==> src/ttrrs_pkg.sv <==
// shared types, codes and sizes for the task table round-robin scheduler
`default_nettype none

package ttrrs_pkg;

  localparam int NUM_TASKS_DEF = 8;
  localparam int PADDR_W       = 4;
  localparam int DATA_W        = 32;

  typedef logic [2:0]        task_id_t;
  typedef logic [2:0]        action_t;
  typedef logic [1:0]        status_t;
  typedef logic [1:0]        slot_st_t;
  typedef logic [1:0]        reg_idx_t;
  typedef logic [DATA_W-1:0] addr_t;

  localparam slot_st_t ST_FREE    = 2'd0;
  localparam slot_st_t ST_READY   = 2'd1;
  localparam slot_st_t ST_RUNNING = 2'd2;
  localparam slot_st_t ST_BLOCKED = 2'd3;

  localparam action_t ACT_CREATE  = 3'd0;
  localparam action_t ACT_STOP    = 3'd1;
  localparam action_t ACT_BLOCK   = 3'd2;
  localparam action_t ACT_UNBLOCK = 3'd3;
  localparam action_t ACT_SCHED   = 3'd4;

  localparam status_t STS_OK       = 2'd0;
  localparam status_t STS_NO_FREE  = 2'd1;
  localparam status_t STS_TGT_FREE = 2'd2;
  localparam status_t STS_IDLE     = 2'd3;

  localparam reg_idx_t REG_KSTACK = 2'd0;
  localparam reg_idx_t REG_TMEM   = 2'd1;
  localparam reg_idx_t REG_PGD    = 2'd2;

  typedef struct packed {
    task_id_t parent;
    slot_st_t st;
  } slot_ent_t;

endpackage

`default_nettype wire

==> src/ttrrs_if.sv <==
// request and response channel interfaces of the scheduler
`default_nettype none

interface ttrrs_req_if;
  logic                 valid;
  logic                 ready;
  ttrrs_pkg::action_t   action;
  ttrrs_pkg::task_id_t  parent_id;
  ttrrs_pkg::task_id_t  target_id;

  modport source (output valid, output action, output parent_id, output target_id,
                  input ready);
  modport sink (input valid, input action, input parent_id, input target_id,
                output ready);
endinterface

interface ttrrs_rsp_if;
  logic                 valid;
  logic                 ready;
  ttrrs_pkg::status_t   status;
  ttrrs_pkg::task_id_t  new_id;
  ttrrs_pkg::addr_t     new_stack_top;
  ttrrs_pkg::addr_t     page_dir_addr;
  ttrrs_pkg::task_id_t  running_id;
  logic                 switched;

  modport source (output valid, output status, output new_id, output new_stack_top,
                  output page_dir_addr, output running_id, output switched,
                  input ready);
  modport sink (input valid, input status, input new_id, input new_stack_top,
                input page_dir_addr, input running_id, input switched,
                output ready);
endinterface

`default_nettype wire

==> src/task_table_round_robin_scheduler.sv <==
// task table round-robin scheduler: slot table memory, scan sequencer, apb registers
// an unblock of an id outside the table skips the table read
// throughput: one request at a time, the scan reads one table entry per cycle
// reset: slot 0 running, all other slots free (per-slot valid bits, no clearing pass),
// current task 0, registers zero
`default_nettype none

module task_table_round_robin_scheduler #(
  parameter int NUM_TASKS = ttrrs_pkg::NUM_TASKS_DEF
) (
  input  logic                          clk,
  input  logic                          rst,
  input  logic                          psel,
  input  logic                          penable,
  input  logic                          pwrite,
  input  logic [ttrrs_pkg::PADDR_W-1:0] paddr,
  input  logic [ttrrs_pkg::DATA_W-1:0]  pwdata,
  output logic [ttrrs_pkg::DATA_W-1:0]  prdata,
  output logic                          pready,
  ttrrs_req_if.sink                     req,
  ttrrs_rsp_if.source                   rsp
);
  import ttrrs_pkg::*;

  localparam int              ID_W    = $clog2(NUM_TASKS);
  localparam logic [ID_W-1:0] LAST_ID = ID_W'(NUM_TASKS - 1);

  localparam logic [2:0] S_IDLE    = 3'd0;
  localparam logic [2:0] S_RD_CUR  = 3'd1;
  localparam logic [2:0] S_WR_CUR  = 3'd2;
  localparam logic [2:0] S_SCAN    = 3'd3;
  localparam logic [2:0] S_UNB_RD  = 3'd4;
  localparam logic [2:0] S_UNB_CHK = 3'd5;
  localparam logic [2:0] S_DONE    = 3'd6;

  // configuration registers
  addr_t kstack;
  addr_t tmem;
  addr_t pgdb;

  // sequencer
  logic [2:0]      fsm;
  action_t         act;
  task_id_t        par;
  task_id_t        tgt;
  logic [ID_W-1:0] cur;
  logic [ID_W-1:0] prev_cur;
  logic [ID_W-1:0] rd_idx;
  logic [ID_W-1:0] scan_cnt;
  logic            chk;
  logic            tgt_oob;

  // pending result
  status_t  r_status;
  task_id_t r_new_id;
  addr_t    r_stack;
  addr_t    r_pgd;

  // output register
  logic     out_valid;
  status_t  o_status;
  task_id_t o_new_id;
  addr_t    o_stack;
  addr_t    o_pgd;
  task_id_t o_running;
  logic     o_switched;

  // slot table
  slot_ent_t       mem [NUM_TASKS];
  logic [NUM_TASKS-1:0] slot_vld;
  slot_ent_t       mem_q;
  logic            rd_vld_q;
  logic [ID_W-1:0] rd_addr;
  logic [ID_W-1:0] rd_addr_q;
  slot_ent_t       rd_ent;
  logic            mem_we;
  logic [ID_W-1:0] mem_wa;
  slot_ent_t       mem_wd;
  logic            is_create;
  logic            hit;
  addr_t           stack_of;
  addr_t           pgd_of;

  function automatic logic [ID_W-1:0] inc_id(input logic [ID_W-1:0] i);
    return (i == LAST_ID) ? '0 : i + 1'b1;
  endfunction

  // apb port
  assign pready = 1'b1;

  always_comb begin
    case (reg_idx_t'(paddr[PADDR_W-1:2]))
      REG_KSTACK: prdata = kstack;
      REG_TMEM:   prdata = tmem;
      REG_PGD:    prdata = pgdb;
      default:    prdata = '0;
    endcase
  end

  always_ff @(posedge clk) begin
    if (rst) begin
      kstack <= '0;
      tmem   <= '0;
      pgdb   <= '0;
    end else if (psel && penable && pwrite) begin
      case (reg_idx_t'(paddr[PADDR_W-1:2]))
        REG_KSTACK: kstack <= pwdata;
        REG_TMEM:   tmem   <= pwdata;
        REG_PGD:    pgdb   <= pwdata;
        default:    ;
      endcase
    end
  end

  // a slot never written reads as its reset value
  always_comb begin
    if (rd_vld_q) begin
      rd_ent = mem_q;
    end else begin
      rd_ent.parent = '0;
      rd_ent.st     = (rd_addr_q == '0) ? ST_RUNNING : ST_FREE;
    end
  end

  always_comb begin
    case (fsm)
      S_RD_CUR: rd_addr = cur;
      S_SCAN:   rd_addr = rd_idx;
      S_UNB_RD: rd_addr = ID_W'(tgt);
      default:  rd_addr = cur;
    endcase
  end

  assign is_create = (act == ACT_CREATE);
  assign hit       = is_create ? (rd_ent.st == ST_FREE) : (rd_ent.st == ST_READY);
  assign stack_of  = (rd_addr_q == '0) ? kstack : tmem + (DATA_W'(rd_addr_q) << 22);
  assign pgd_of    = pgdb + (DATA_W'(rd_addr_q) << 12);
  assign tgt_oob   = (32'(req.target_id) >= 32'(NUM_TASKS));

  // read-modify-write of the entry returned by the previous read
  always_comb begin
    mem_we = 1'b0;
    mem_wa = rd_addr_q;
    mem_wd = rd_ent;
    case (fsm)
      S_WR_CUR: begin
        mem_we = 1'b1;
        case (act)
          ACT_STOP: mem_wd.st = ST_FREE;
          ACT_BLOCK: begin
            if (rd_ent.st != ST_FREE) mem_wd.st = ST_BLOCKED;
          end
          default: begin
            if (rd_ent.st == ST_RUNNING) mem_wd.st = ST_READY;
          end
        endcase
      end
      S_SCAN: begin
        mem_we = chk && hit;
        if (is_create) begin
          mem_wd.parent = par;
          mem_wd.st     = ST_READY;
        end else begin
          mem_wd.st = ST_RUNNING;
        end
      end
      S_UNB_CHK: begin
        mem_we    = (rd_ent.st != ST_FREE) && (rd_ent.st != ST_RUNNING);
        mem_wd.st = ST_READY;
      end
      default: ;
    endcase
  end

  always_ff @(posedge clk) begin
    if (mem_we) mem[mem_wa] <= mem_wd;
    mem_q     <= mem[rd_addr];
    rd_vld_q  <= slot_vld[rd_addr];
    rd_addr_q <= rd_addr;
  end

  always_ff @(posedge clk) begin
    if (rst) begin
      slot_vld <= '0;
    end else if (mem_we) begin
      slot_vld[mem_wa] <= 1'b1;
    end
  end

  assign req.ready = (fsm == S_IDLE);

  always_ff @(posedge clk) begin
    if (rst) begin
      fsm       <= S_IDLE;
      cur       <= '0;
      chk       <= 1'b0;
      out_valid <= 1'b0;
    end else begin
      // in the done state the output register is reloaded instead of cleared
      if (rsp.valid && rsp.ready && fsm != S_DONE) out_valid <= 1'b0;
      case (fsm)
        S_IDLE: begin
          if (req.valid) begin
            act      <= req.action;
            par      <= req.parent_id;
            tgt      <= req.target_id;
            prev_cur <= cur;
            r_status <= (req.action == ACT_UNBLOCK && tgt_oob) ? STS_TGT_FREE : STS_OK;
            r_new_id <= '0;
            r_stack  <= '0;
            r_pgd    <= '0;
            case (req.action)
              ACT_CREATE: begin
                rd_idx   <= '0;
                scan_cnt <= '0;
                chk      <= 1'b0;
                fsm      <= S_SCAN;
              end
              ACT_STOP, ACT_BLOCK, ACT_SCHED: fsm <= S_RD_CUR;
              ACT_UNBLOCK: fsm <= tgt_oob ? S_DONE : S_UNB_RD;
              default: fsm <= S_DONE;
            endcase
          end
        end
        S_RD_CUR: fsm <= S_WR_CUR;
        S_WR_CUR: begin
          // ring scan starts after the current slot and ends on it
          rd_idx   <= inc_id(cur);
          scan_cnt <= '0;
          chk      <= 1'b0;
          fsm      <= S_SCAN;
        end
        S_SCAN: begin
          rd_idx <= inc_id(rd_idx);
          chk    <= 1'b1;
          if (chk) begin
            if (hit) begin
              if (is_create) begin
                r_new_id <= task_id_t'(rd_addr_q);
                r_stack  <= stack_of;
              end else begin
                cur <= rd_addr_q;
              end
              r_pgd <= pgd_of;
              fsm   <= S_DONE;
            end else if (scan_cnt == LAST_ID) begin
              r_status <= is_create ? STS_NO_FREE : STS_IDLE;
              fsm      <= S_DONE;
            end else begin
              scan_cnt <= scan_cnt + 1'b1;
            end
          end
        end
        S_UNB_RD: fsm <= S_UNB_CHK;
        S_UNB_CHK: begin
          if (rd_ent.st == ST_FREE) r_status <= STS_TGT_FREE;
          fsm <= S_DONE;
        end
        S_DONE: begin
          if (!out_valid || rsp.ready) begin
            o_status   <= r_status;
            o_new_id   <= r_new_id;
            o_stack    <= r_stack;
            o_pgd      <= r_pgd;
            o_running  <= task_id_t'(cur);
            o_switched <= (cur != prev_cur);
            out_valid  <= 1'b1;
            fsm        <= S_IDLE;
          end
        end
        default: fsm <= S_IDLE;
      endcase
    end
  end

  assign rsp.valid         = out_valid;
  assign rsp.status        = o_status;
  assign rsp.new_id        = o_new_id;
  assign rsp.new_stack_top = o_stack;
  assign rsp.page_dir_addr = o_pgd;
  assign rsp.running_id    = o_running;
  assign rsp.switched      = o_switched;

  a_accept_leaves_idle: assert property (@(posedge clk) disable iff (rst)
    (req.valid && req.ready) |=> (fsm != S_IDLE))
    else $error("sequencer stayed idle after a request transfer");

  a_write_only_busy: assert property (@(posedge clk) disable iff (rst)
    mem_we |-> (fsm != S_IDLE && fsm != S_DONE))
    else $error("slot table written outside an operation");

  a_rsp_from_done: assert property (@(posedge clk) disable iff (rst)
    $rose(rsp.valid) |-> ($past(fsm) == S_DONE))
    else $error("response raised without a finished operation");

  a_switch_ok: assert property (@(posedge clk) disable iff (rst)
    (rsp.valid && rsp.switched) |-> (rsp.status == STS_OK))
    else $error("task switch reported with a failing status");

  a_cur_in_range: assert property (@(posedge clk) disable iff (rst)
    (fsm == S_DONE) |-> (cur <= LAST_ID))
    else $error("current task outside the table");

endmodule

`default_nettype wire
==> src/flat_wrapper.sv <==
// flat-port wrapper written by rule: the top's interface ports become plain ports
module task_table_round_robin_scheduler_flat import ttrrs_pkg::*;
#(
  parameter int NUM_TASKS = ttrrs_pkg::NUM_TASKS_DEF
)
  (clk, rst, psel, penable, pwrite, paddr, pwdata, prdata, pready, req_valid, req_action, req_parent_id, req_target_id, req_ready, rsp_valid, rsp_status, rsp_new_id, rsp_new_stack_top, rsp_page_dir_addr, rsp_running_id, rsp_switched, rsp_ready);
  ttrrs_req_if req_i ();
  ttrrs_rsp_if rsp_i ();
  input  logic clk;
  input  logic rst;
  input  logic psel;
  input  logic penable;
  input  logic pwrite;
  input  logic [ttrrs_pkg::PADDR_W-1:0] paddr;
  input  logic [ttrrs_pkg::DATA_W-1:0] pwdata;
  output logic [ttrrs_pkg::DATA_W-1:0] prdata;
  output logic pready;
  input wire logic [$bits(req_i.valid)-1:0] req_valid;
  input wire logic [$bits(req_i.action)-1:0] req_action;
  input wire logic [$bits(req_i.parent_id)-1:0] req_parent_id;
  input wire logic [$bits(req_i.target_id)-1:0] req_target_id;
  output wire logic [$bits(req_i.ready)-1:0] req_ready;
  output wire logic [$bits(rsp_i.valid)-1:0] rsp_valid;
  output wire logic [$bits(rsp_i.status)-1:0] rsp_status;
  output wire logic [$bits(rsp_i.new_id)-1:0] rsp_new_id;
  output wire logic [$bits(rsp_i.new_stack_top)-1:0] rsp_new_stack_top;
  output wire logic [$bits(rsp_i.page_dir_addr)-1:0] rsp_page_dir_addr;
  output wire logic [$bits(rsp_i.running_id)-1:0] rsp_running_id;
  output wire logic [$bits(rsp_i.switched)-1:0] rsp_switched;
  input wire logic [$bits(rsp_i.ready)-1:0] rsp_ready;
  assign req_i.valid = req_valid;
  assign req_i.action = req_action;
  assign req_i.parent_id = req_parent_id;
  assign req_i.target_id = req_target_id;
  assign req_ready = req_i.ready;
  assign rsp_valid = rsp_i.valid;
  assign rsp_status = rsp_i.status;
  assign rsp_new_id = rsp_i.new_id;
  assign rsp_new_stack_top = rsp_i.new_stack_top;
  assign rsp_page_dir_addr = rsp_i.page_dir_addr;
  assign rsp_running_id = rsp_i.running_id;
  assign rsp_switched = rsp_i.switched;
  assign rsp_i.ready = rsp_ready;
  task_table_round_robin_scheduler #(.NUM_TASKS(NUM_TASKS)) u_core (.clk(clk), .rst(rst), .psel(psel), .penable(penable), .pwrite(pwrite), .paddr(paddr), .pwdata(pwdata), .prdata(prdata), .pready(pready), .req(req_i), .rsp(rsp_i));
endmodule
==> config.mk <==
export PLATFORM = sky130hd
export DESIGN_NAME = task_table_round_robin_scheduler_flat
export DESIGN_NICKNAME = d
export VERILOG_FILES = /design/src/ttrrs_pkg.sv /design/src/ttrrs_if.sv /design/src/task_table_round_robin_scheduler.sv /design/src/flat_wrapper.sv
export SDC_FILE = /design/constraint.sdc
export NUM_CORES = 1
export LEC_CHECK = 0
export BUFFER_PORTS_ARGS = -buffer_cell sky130_fd_sc_hd__buf_2
export CAP_MARGIN = 10
export CORE_MARGIN = 4
export CORE_UTILIZATION = 52
export CTS_CLUSTER_SIZE = 40
export DETAILED_ROUTE_END_ITERATION = 8
export PLACE_DENSITY = 0.76
export SLEW_MARGIN = 25
export SYNTH_ARGS = -nofsm -noshare
export SYNTH_HDL_FRONTEND = slang
export SYNTH_SLANG_ARGS = --single-unit
==> constraint.sdc <==
create_clock -name clk -period 4.3 [get_ports clk]
set_input_delay 0.645 -clock clk [delete_from_list [all_inputs] [get_ports clk]]
set_output_delay 0.645 -clock clk [all_outputs]
set_load 0.01 [all_outputs]
==> results of run 1 <==
[cell usage in the layout (no fill, tap or decap), types with 5 or more instances in the layout]
cell	count
nand2_1	301
edfxtp_1	173
buf_2	152
a21oi_1	141
dfxtp_1	118
nor2_1	50
o21ai_0	50
mux2i_1	34
clkbuf_16	30
and2_1	21
buf_4	18
inv_1	16
xnor2_1	14
and3_1	13
xor2_1	12
ha_1	12
nor3_1	10
nand3_1	10
a2111oi_0	9
a211oi_1	9
nand4_1	8
nor3b_1	6
or3_1	6
o21a_1	6
nor3_2	6
clkinv_2	6
nor2b_1	5
nand2b_1	5
nor4_1	5
bufinv_16	5
[area by class of cell]
type | instances | area [um2] | area share [%]
clock buffers | 35 | 779.5 | 5.486
clock inverters | 19 | 240.2 | 1.691
repair buffers | 171 | 907.1 | 6.384
inverters | 18 | 67.56 | 0.4755
well taps | 313 | 391.6 | 2.756
flip-flops and latches | 291 | 7557 | 53.19
diodes | 1 | 2.502 | 0.01761
multi-input cells | 787 | 4263 | 30.00
[worst max-delay path, stage by stage, from the launching register on]
cell and delay (ps):
dfxtp_1 500, or3_4 720, o21ai_0 420, nand2_1 130, o31a_1 260, o22ai_1 660
[stage by stage]
stage               setup slack (ps)  cells  power (W)  utilization [%]  instance area, um2
floorplan                      158.0   1172   0.004562                -               12180
global placement                1340   1580   0.005001            57.70               13180
detailed placement              1312   1580   0.005042            57.70               13180
CTS                             1299   1634   0.007679            62.16               14200
global route                    1080   1635   0.007988            62.19               14210
finish                          1252   1635   0.007653            62.19               14210
[routing by layer]
| layer | up-vias | GRT usage, % |
|---|---|---|
| li1 | 4361 | - |
| met1 | 4264 | 30.04 |
| met2 | 422 | 37.34 |
| met3 | 54 | 3.394 |
| met4 | 4 | 6.282 |
| met5 | - | 0 |
[final timing paths]
| path | to | depth (start not counted) |
|---|---|---|
| setup / recovery | u_core.mem[1][1]$_DFFE_PP_ | 5 |
| setup reg to reg | u_core.mem[1][1]$_DFFE_PP_ | 5 |
| hold reg to reg | u_core.rsp.new_stack_top[11]$_DFFE_PP_ | 0 |
| hold / removal | u_core.tgt[2]$_DFFE_PP_ | 1 |
[registers in the layout, summed over array words and instances (netlist names), 3 cells and up]
name and flops:
u_core.act 3, u_core.cur 3, u_core.pgdb 32, u_core.rd_idx 3
u_core.fsm 3, u_core.tgt 3, u_core.mem 16, u_core.kstack 32
u_core.rsp.new_id 3, u_core.rsp.new_stack_top 32, u_core.r_new_id 3, u_core.rsp.page_dir_addr 32
u_core.tmem 32, u_core.prev_cur 3, u_core.r_pgd 32, u_core.r_stack 32
u_core.slot_vld 8, u_core.scan_cnt 3, u_core.mem_wa 3, u_core.rsp.running_id 3
[cell families after synthesis]
family | Yosys count | share of synthesized area (%)
XOR/XNOR | 26 | 1.870
adder cells (fa/ha/maj) | 14 | 1.562
buffers and inverters | 94 | 3.185
multiplexers | 34 | 2.795
AND/OR/NAND/NOR | 464 | 16.73
flip-flops | 291 | 62.06
AO/OA/AOI/OAI | 248 | 11.77
other | 1 | 0.03079
[report_power, final]
part | internal, W | switching [W] | leakage (nW)
clock network | 0.00160 | 0.00105 | 0.494
logic | 0.000406 | 0.00106 | 2.00
registers | 0.00335 | 0.000187 | 2.56
total | 0.00536 | 0.00230 | 5.05
==> results.txt, run 1 <==
The first routing iteration left 836 violations. The tools report the remaining design rule violation count as 0. The tools report the number of top-level design ports as 160. Once detailed placement completed, the half-perimeter wirelength came to 18640 um. Of all nets on the critical path, the largest fanout is 44.

Counting the fill cells in the layout gives 1841. The floorplan step set the die height to 161.0 um. The number of global-route vias before repair was 8683. Once detail routing completed, the nets flagged for antenna violations numbered 0.

The minimum setup slack among reg-to-reg paths is 1250 ps. Dividing the final minimum period by the clock period gives 70.88%. Setup violation total in the final timing report: 0. Timing startpoint of the critical path: u_core.mem_wa[2]$_DFF_P_. STA classifies the critical path endpoint as a flip-flop.

The synthesized design devotes to its leading area cell type 42.66% of total area. The per-cell via count in the routed design came out at 5.569. For this run, the leading register cell type out of synthesis is edfxtp_1. The tools report the arrival time at the worst endpoint as 3260 ps. The worst hold path begins at req_target_id[2]. The tightest min-delay check is of the primary input to flip-flop type.

In the final routing, the length of wire on met1 measures 12150 um. Setup repair after global routing left no endpoint under its margin. For this run, the register share of the synthesized area comes to 62.06%. The run gives 0 as the total of warnings raised by yosys.

The first global-routing pass estimated 46570 um of wire. For the final database, setup skew stands at 13.83 ps. Detailed routing inserted a total of 9105 vias. The final worst hold slack is 290.6 ps, and the final critical delay including setup and external delays is 3048 ps. The sort of element at the start of the critical path was a flip-flop. The total clock sinks was 291; the total negative slack was 0 ps.

For this run the aggregate overflow at the end of global routing stands at 0. The number of antenna violations at the first check in global routing is 3. The logs give 0 for the number of cells upsized or downsized after cts and 14390 um for the wire length on met2.

The run gives 0 as the number of max-slew violations in the final report. Of all flip-flops after synthesis, the portion carrying an async set or reset was 0%. At the worst endpoint, the required time is 4510 ps.

In the post-synthesis netlist, the biggest area contributors are edfxtp_1 43%, dfxtp_1 19%, nand2_1 9.3%. The floorplan has 55 rows. The run gives 25930 um2 as the die footprint. The tools report the achievable frequency as 328.1 MHz. The highest signal layer in the routed design is met5. After synthesis, the most frequently instantiated cells are 301 x nand2_1, 173 x edfxtp_1, 141 x a21oi_1, 118 x dfxtp_1, 58 x clkbuf_1. The run gives 33.08% as the headroom to the max-slew limit. Entering global routing, the biggest net connects 74 pins. In this run the tool buffered the top-level ports with 153 buffer cells. The latest clock arrival within the worst-skew pair was 540 ps. Global routing used 22.13% of the available tracks.

The average detailed-routed wire length per instance was 18.02 um. The worst setup path is of the flip-flop to flip-flop kind. The tree is rooted in a clkbuf_16. The number of setup buffers added after CTS is 0. The average size of a mapped cell was 10.39 um2; the slew at the pin closest to its max-slew limit was 1004 ps. The total nets after synthesis is 1238, and the areal power density over the cells is 538.6 nW/um2.

After detailed routing, the met3 layer carries 2214 um of wire. The worst-case IR drop observed on VDD is 0.2811 mV. The tool flagged a number of max-cap violations equal to 0. In this run, synthesis inferred 173 flip-flops with an integrated enable.

The number of CTS-inserted buffers was 29; the number of hold buffers added after cts was 0. The area growth from synthesis to layout is 16.68%. The final count of hold timing violations is 0, and the number of nets in the final layout is 1364. The flow ran to the end, and the final reports show no timing, DRC or antenna violations. The aggregate routed wire length is 29460 um, and the buffer depth of the longest clock path is 3. The summed instance area of the synthesized netlist came out at 12180 um2. The final weighted congestion in routability-driven placement was 0.8457; the die width was 161.0 um. Synthesized flop and latch total: 291. Synthesis produced a netlist whose cell count is 1172. Summed over all cells, the static leakage comes to 5.052 nW. TritonCTS built the clock tree. The clock input transition at the sequential cells of the worst setup and hold paths is 70 ps. The largest total area in the synthesized netlist belongs to edfxtp_1. The share of layout cells above drive strength 1 was 18.47%.

The startpoint identified for the worst register-to-register timing path is u_core.mem_wa[2]$_DFF_P_. The number of different library cells used by synthesis comes to 62. The effective utilization at floorplan came out at 53.30%. The tools report the level count of the clock H-tree as 1. The cell with the most instances after synthesis was nand2_1.

The number of detailed-routing iterations run before antenna repair is 5, and the core area is 22850 um2.
Note: power is estimated with default switching activity, not from simulation.
==> inputs of run 2 (changes only) <==
Clock period 4.3 ns to 2.55 ns, I/O delays scaled along.
==> run 2 against run 1 <==
Routed wire length is 1.5% higher. Hold slack got worse by 270 ps. Register-to-register slack lost 1000 ps. Critical path type unchanged.
==> results.txt, run 2 (synthesized netlist as in run 1, its figures left out) <==
The flow ran to the end, and the final reports show no timing, DRC or antenna violations. In the layout the commonest cells are 301 x nand2_1, 173 x edfxtp_1, 152 x buf_2, 141 x a21oi_1, 118 x dfxtp_1. For the max-cap violation count, the log shows 0.

Vertical extent of the die: 161.0 um. Once the clock tree was built, the setup fixing pass inserted 0 buffers. The share of layout cells above drive strength 1 works out to 19.55%. The share of the cycle needed by the critical path after routing was 91.33%; the number of top-level design ports was 160.

The number of antenna violations at the first check in global routing was 2; the number of routed nets with antenna violations was 0. Number of global-route vias before repair: 8943. The region available for standard cell placement spans 22850 um2.

0 antenna diodes ended up in the layout. For the area used by sequential logic in the layout, the log shows 7557 um2. The tools report the kind of capture point of the worst setup path as a flip-flop. Clock-pin slew was measured on the worst setup and hold paths at 60 ps. The maximum number of pins on one net before global-route repair came out at 105.

The logs give 15.11 ps for the worst clock skew and 5.179 nW for the static power due to leakage. The number of hold buffers added after CTS was 0. The classification of the worst setup path was flip-flop to flip-flop. In this run the tool buffered the top-level ports with 153 buffer cells. The tools report the total of fill cells in the finished design as 1859. At the worst endpoint, the arrival time is 2730 ps. TritonCTS built the clock tree.

Dividing the detail-routed via count by the number of cells gives 5.574. In this run, the number of DRC markers left after iteration 0 of detailed routing was 871. The number of nets in the final layout is 1391. In this run, post-CTS repair resized a total of 0 instances. The first global-routing pass estimated 47400 um of wire. Across the VDD grid, the largest voltage drop is 0.6247 mV.

The number of max-slew violations in the final report is 0, and the multi-input gate area in the final layout is 4283 um2. For this run, design rule violations remaining after detail routing come to 0. The total number of vias came out at 9242. For the pin with the worst max-slew slack, the measured transition is 808.2 ps. The library cell used most frequently in the layout, excluding fill and tap cells, is nand2_1.

The longest clock path from root to sink contains 3 buffers. The aggregate routed wire length came out at 29890 um. Level count of the clock H-tree: 1. The run gives 0 as the final count of hold timing violations.

Data on the critical path is required at its endpoint by 2960 ps. The class of the most critical hold timing path is primary input to flip-flop. Final critical delay including setup and external delays: 2329 ps. Counting tap cells, the placed design contains a total of 1608 instances. Along the worst path, the maximum fanout reaches 11.

The floorplan step defined a die boundary enclosing 25930 um2. Routability-driven placement finished with a final weighted congestion of 0.8769. Overall power consumption after layout is estimated at 0.01293 W.

Leaving out filler cells and counting taps, the final layout contains 1658. The initial utilization of the core area, before any placement, comes to 53.30%. Summed over all nets, the half-perimeter wirelength after detailed placement is 19800 um. Measured against its own limit, the worst slew margin works out to 46.12%. Relative to the synthesized area, the layout overhead comes to 18.49%.

Clock latency on the worst-skew pair, taken at its later pin, is 550 ps. Average detailed-routed wire length per instance: 18.03 um. Setup repair after global routing left no endpoint under its margin. The number of clock buffers added by TritonCTS is 28. The sort of element at the start of the critical path is a flip-flop. Final hold analysis gives a worst-case slack of 21.90 ps. Setup violations remaining at the end of the flow were counted as 0. The tree is rooted in a clkbuf_16.

Counting every sink on the clock net gives 291. The total overflow left after global routing is 0. The floorplan step set the die width to 161.0 um. In this run the power density over the cells is 896.3 nW/um2. The total negative slack was 0 ps; the overall global routing resource usage was 22.42%. For this run, the detailed router's first-pass iteration total came to 5. Derived from the worst setup path, the maximum achievable clock frequency is 429.4 MHz. After layout, the worst setup slack is 221.1 ps. Timing analysis after detailed placement gives a worst setup slack of 184.9 ps. The run gives 55 as the total number of placement rows.
-- run 2: changes by cell type in the layout (fill, tap and decap cells not counted), moves of 2 or more --
| cell | previous run | this run |
|---|---|---|
| clkbuf_16 | 30 | 28 |
| buf_4 | 18 | 40 |
| inv_4 | 2 | 0 |
| clkinv_4 | 0 | 2 |
| clkbuf_1 | 4 | 6 |
| clkinv_2 | 6 | 3 |
| inv_6 | 2 | 0 |
| clkinvlp_4 | 4 | 1 |
| buf_12 | 0 | 6 |
| clkinv_1 | 1 | 4 |
-- run 2: per-layer routing --
layer  wire (um)  vias up  track usage, %
li1            -     4409               -
met1       12250     4372           29.84
met2       14620      384           38.55
met3        2224       73           3.623
met4         769        4           6.010
met5          22        -               0
-- run 2: through the flow --
stage,util (%),cell area (um2)
finish,63.16,14430
global route,63.16,14430
CTS,63.11,14420
detailed placement,59.00,13480
global placement,59.00,13480
floorplan,-,12200
-- run 2: critical path, cell delays in order (launching register included) --
cell and delay [ps]:
dfxtp_1 420, buf_4 220, or3b_2 470, a21oi_1 160
a221o_1 180, inv_1 130, a2111oi_0 530, nor4_1 90
-- run 2: where the power goes --
part,leakage [nW],switching (W),total [W],internal (W)
Combinational,2.17,0.00194,0.00285,0.000906
Clock,0.455,0.00171,0.00419,0.00248
Sequential,2.56,0.000249,0.00589,0.00564
Total,5.18,0.00390,0.0129,0.00903
-- run 2: cell type report --
| type | instances | share of cell area (%) |
|---|---|---|
| clock buffer | 36 | 5.202 |
| clock inverter | 14 | 1.301 |
| inverter | 18 | 0.4682 |
| multi-input combinational | 787 | 29.68 |
| sequential | 291 | 52.37 |
| tap | 313 | 2.714 |
| timing repair buffer | 199 | 8.263 |
-- run 2: path summary, 6_finish.rpt --
kind                             startpoint                                endpoint  slack, ps  depth (start not counted)
min reg2reg  u_core.r_pgd[27]$_SDFFCE_PP0P_  u_core.rsp.page_dir_addr[27]$_DFFE_PP_        420                          0
min                        req_target_id[1]                 u_core.tgt[1]$_DFFE_PP_         20                          1
max              u_core.fsm[2]$_SDFFE_PP0P_                 u_core.mem_q[1]$_DFF_P_        220                          7
max reg2reg      u_core.fsm[2]$_SDFFE_PP0P_                 u_core.mem_q[1]$_DFF_P_        220                          7
